**src/sv/mpq_pkg.sv**
```systemverilog
// shared types and codes for the min priority queue
package mpq_pkg;

   // operation codes
   localparam logic OP_INSERT = 1'b0;
   localparam logic OP_REMOVE = 1'b1;

   // status codes
   localparam logic [1:0] ST_OK    = 2'd0;
   localparam logic [1:0] ST_FULL  = 2'd1;
   localparam logic [1:0] ST_EMPTY = 2'd2;

   // value returned by a remove on an empty queue
   localparam logic signed [31:0] EMPTY_MARK = 32'sh7fff_ffff;

   // request transaction
   typedef struct packed {
      logic              op;
      logic signed [31:0] value;
   } req_type;

   // response transaction
   typedef struct packed {
      logic signed [31:0] min_value;
      logic [1:0]         status;
      logic [6:0]         count;
   } rsp_type;

   // command broadcast to every cell
   typedef struct packed {
      logic              ins;
      logic              rem;
      logic signed [31:0] value;
   } cell_cmd_type;

   // what a cell shows its neighbors
   typedef struct packed {
      logic              valid;
      logic              gt;
      logic signed [31:0] value;
   } cell_link_type;

endpackage

```
**src/sv/mpq_cell.sv**
```systemverilog
// one cell of the sorted shift chain
module mpq_cell
   import mpq_pkg::*;
(
   input  logic          clock,
   input  logic          reset,
   input  cell_cmd_type  cmd,
   input  cell_link_type left_link,
   input  cell_link_type right_link,
   output cell_link_type link
);

   logic               valid_ff, valid_in;
   logic signed [31:0] value_ff, value_in;
   logic               gt;

   // new value goes at or before this cell
   assign gt = !valid_ff || (cmd.value < value_ff);

   assign link.valid = valid_ff;
   assign link.gt    = gt;
   assign link.value = value_ff;

   // insert shifts larger entries right, remove shifts everything left
   always_comb begin
      valid_in = valid_ff;
      value_in = value_ff;
      if (cmd.ins) begin
         valid_in = valid_ff || left_link.valid;
         if (gt) begin
            value_in = left_link.gt ? left_link.value : cmd.value;
         end
      end else if (cmd.rem) begin
         valid_in = right_link.valid;
         value_in = right_link.value;
      end
   end

   always_ff @(posedge clock) begin
      if (reset) begin
         valid_ff <= 1'b0;
      end else begin
         valid_ff <= valid_in;
      end
      value_ff <= value_in;
   end

endmodule

```
**config.mk**
```make
export PLATFORM = sky130hd
export DESIGN_NAME = mpq_cell
export DESIGN_NICKNAME = d
export VERILOG_FILES = /design/src/sv/mpq_pkg.sv /design/src/sv/mpq_cell.sv
export SDC_FILE = /design/constraint.sdc
export NUM_CORES = 1
export LEC_CHECK = 0
export BUFFER_PORTS_ARGS = -buffer_cell sky130_fd_sc_hd__buf_2
export CAP_MARGIN = 20
export CORE_ASPECT_RATIO = 1.25
export CORE_UTILIZATION = 45
export DETAILED_ROUTE_END_ITERATION = 16
export GPL_TIMING_DRIVEN = 0
export MAX_ROUTING_LAYER = met4
export PLACE_DENSITY = 0.83
export SYNTH_ARGS = -nofsm -noshare
export SYNTH_HDL_FRONTEND = slang
export SYNTH_SLANG_ARGS = --single-unit
```
**constraint.sdc**
```tcl
create_clock -name clock -period 3.7 [get_ports clock]
set_clock_uncertainty 0.05 [all_clocks]
set_input_delay 0.74 -clock clock [delete_from_list [all_inputs] [get_ports clock]]
set_output_delay 0.74 -clock clock [all_outputs]
set_load 0.02 [all_outputs]
```
==> results.md <==
- Fin crit share: 97.2%
- DR WL met3: just over 400 µm
- First-pass GRT wire length: 10.3 mm
- Drt pass-1 iters: 4
- Sequential area share after synthesis: just under 40%
- Mux share of post-synthesis cell area: 13.2%
- Max-cap violations: 0
- Final nets: 545
- Drt drc: 0
- Port Buffers: roughly 130
- Final worst slack: between 100 and 150 ps
- Placeable Area: 5410 µm²
- Routed WL per cell: between 10 and 15 µm
- # IOs: 138
- Crit path max fanout: 3
- Die Y: 85.4 µm
- Leak: 0.00181 µW
- Crit path time final: 3600 ps
- Initial antenna violation count: 0
- Final wirelength: 6.64 mm
- Synthesized area: 2500 µm²
- Via density per instance: 5.12
- Syn Area/Cell: 9.35 µm²
- Largest family of logic cells by synthesized area: adder cells
- Hold Path Class: reg -> reg
- Sequential power share: approximately two fifths
- Fmax: 0.278 GHz
- Sw Ratio: 31.7%
- Ys Warns: 0
- Synth cell types: 30
- Reg clk slew, reported paths: 70 ps
- Final hold vios: 0
- Cell-internal power: approximately 830 µW
- Clock sink count: 33
- Power per cell area: ~360 nW/µm²
- Combinational Power Share: around a third
- # rows: 30
- GPL Wtd Cong: 0.782
- Synth Area in Simple Gates: 11.1%
- Clock Path Buffers: 2
- Detailed Place HPWL: 5.41 mm
- Vias in the first global route: around 2400
- Die area: between 5000 and 6000 µm²
- Net Sw Power: 385 µW
- DR vias: between 2000 and 2500
- Pre-CTS setup slack: 78.1 ps
- RSZ-0062 raised after global routing: no
- Share of cells above drive strength 1: 35.8%
- Dpl cells: around 470
- Post-route setup TNS: 0 ps
- Most frequent cells in the layout: buf_2, a21oi_1, nor2_1
- Clock share of power: ~28%
- Resize count post-CTS: 0
- Met2 WL: 3.44 mm
- CTS tree: built
- Outcome: finished clean
- Reg area: 981 µm²
- DR iter-0 viols: 69
- Largest net degree at the start of global routing: 19
- Top Layer Used: met4
- Crit path DAT: 2810 ps
- Syn nets: 403
- GR Overflow Total: 0
- Kind of critical path: in -> out
- CTS buffer count: 5
- Total setup buffers inserted after CTS: 0
- Seq cells post-synth: 33
- H-Tree Level Count: 2
- Multi-input gate area: 1350 µm²
- Final Non-Filler Cells: 475
- Endpoints failing setup: 0
- Worst Path Required: roughly 2900 ps
- Most common cell after layout, fill and taps aside: buf_2
- Synthesized instance count: roughly 270
- Post-CTS Hold Fix Bufs: 0
- Area Growth Syn to Fin: 35.8%
- Worst slew margin: 52.9%
- Synth Area in Adders: 15.5%
- GRT Total Usage: 24.6%
- Post-synthesis compound-gate area fraction: 13.5%
- Worst-margin pin slew: roughly 700 ps
- Die X: approximately 70 µm
- Metal1 wirelength: 2.65 mm
- Xor and xnor area share after synthesis: 0%
- Clock root buffer: clkbuf_8
- Crit end category: primary output
- Diodes inserted: 0
- Max Slew Vio Count: 0
- Fillers: between 400 and 500
- Clk_lat worst skew: 280 ps
- Peak VDD IR: 0.215 mV
- Antenna-violating nets left: 0
- Initial core utilization: 46.3%
- CP startpoint kind: input pin
==> worst paths after layout <==
check / to / cells after the start / slack (ps) / startpoint
setup / recovery: link[32] / 10 / 100 / cmd[23]
hold / removal: valid_ff / 2 / 530 / valid_ff
setup reg to reg: value_ff[12] / 9 / 780 / value_ff[23]
hold reg to reg: valid_ff / 2 / 530 / valid_ff
==> kinds of logic after synthesis <==
family / after synthesis
multiplexers: 33
AND/OR/NAND/NOR: 64
adder cells (fa/ha/maj): 31
AO/OA/AOI/OAI: 60
flip-flops: 33
buffers and inverters: 47
==> power by group through the flow <==
| stage | registers [µW] | logic, µW | clock network, µW |
|---|---|---|---|
| after detailed placement | 491 | 391 | 0 |
| after global placement | 491 | 369 | 0 |
| final | 483 | 394 | 337 |
| after CTS | 483 | 392 | 342 |
| after floorplan | 542 | 183 | 0 |
| after global routing | 489 | 437 | 356 |
==> per-layer routing <==
layer  vias to the layer above  track usage, %
met5                         -               -
met4                         0            9.28
li1                       1238               -
met1                      1080            26.5
met2                       103            43.0
met3                        13            4.70
==> through the flow <==
step	hold slack [ps]	area (µm²)	power [µW]	util [%]
3_3_place_gp	495	3260	860	60.2
4_1_cts	519	3390	1220	62.7
6_report	525	3400	1210	62.9
5_1_grt	569	3400	1280	62.9
3_5_place_dp	505	3280	882	60.7
2_1_floorplan	458	2500	725	-
==> area by class of cell <==
cell class,count,area share (%)
Timing Repair Buffer,135,20.5
Clock inverter,2,0.993
Clock buffer,6,2.13
Buffer,14,1.88
Inverter,33,3.64
Multi-Input combinational cell,188,39.6
Tap cell,64,2.35
Sequential cell,33,28.8
==> worst max-delay path, stage by stage <==
cell	delay, ps
buf_2	110
ha_1	330
a21oi_1	180
o21ai_0	150
a221oi_1	290
o211ai_1	190
a31oi_1	200
mux2_1	340
buf_4	130
buf_2	150
==> flip-flops by register name, summed over array words and instances, names as in the netlist <==
register / count
value_ff: 32
valid_ff: 1
==> cell usage after synthesis <==
cell	number	area share, %
nand3_1	2	0.40
nor2_1	38	5.7
a211oi_1	1	0.30
o311a_1	1	0.40
clkbuf_1	9	1.3
nor3b_1	1	0.30
dfxtp_1	1	0.80
a21o_1	1	0.30
and3_1	1	0.25
mux2_1	1	0.45
buf_2	3	0.60
ha_1	31	15
o211ai_1	1	0.30
buf_4	2	0.60
nand2b_1	1	0.25
nor3_1	3	0.60
nand3b_1	1	0.30
mux2i_1	32	13
o211a_1	1	0.40
a21oi_1	46	9.2
a211o_1	1	0.35
o21ai_0	4	0.80
edfxtp_1	32	38
inv_1	33	4.9
or2b_1	1	0.30
nand2_1	10	1.5
a221oi_1	1	0.35
a31oi_1	2	0.50
nand4_1	6	1.5
o41ai_2	1	0.65
Note: power is estimated with default switching activity, not from simulation.
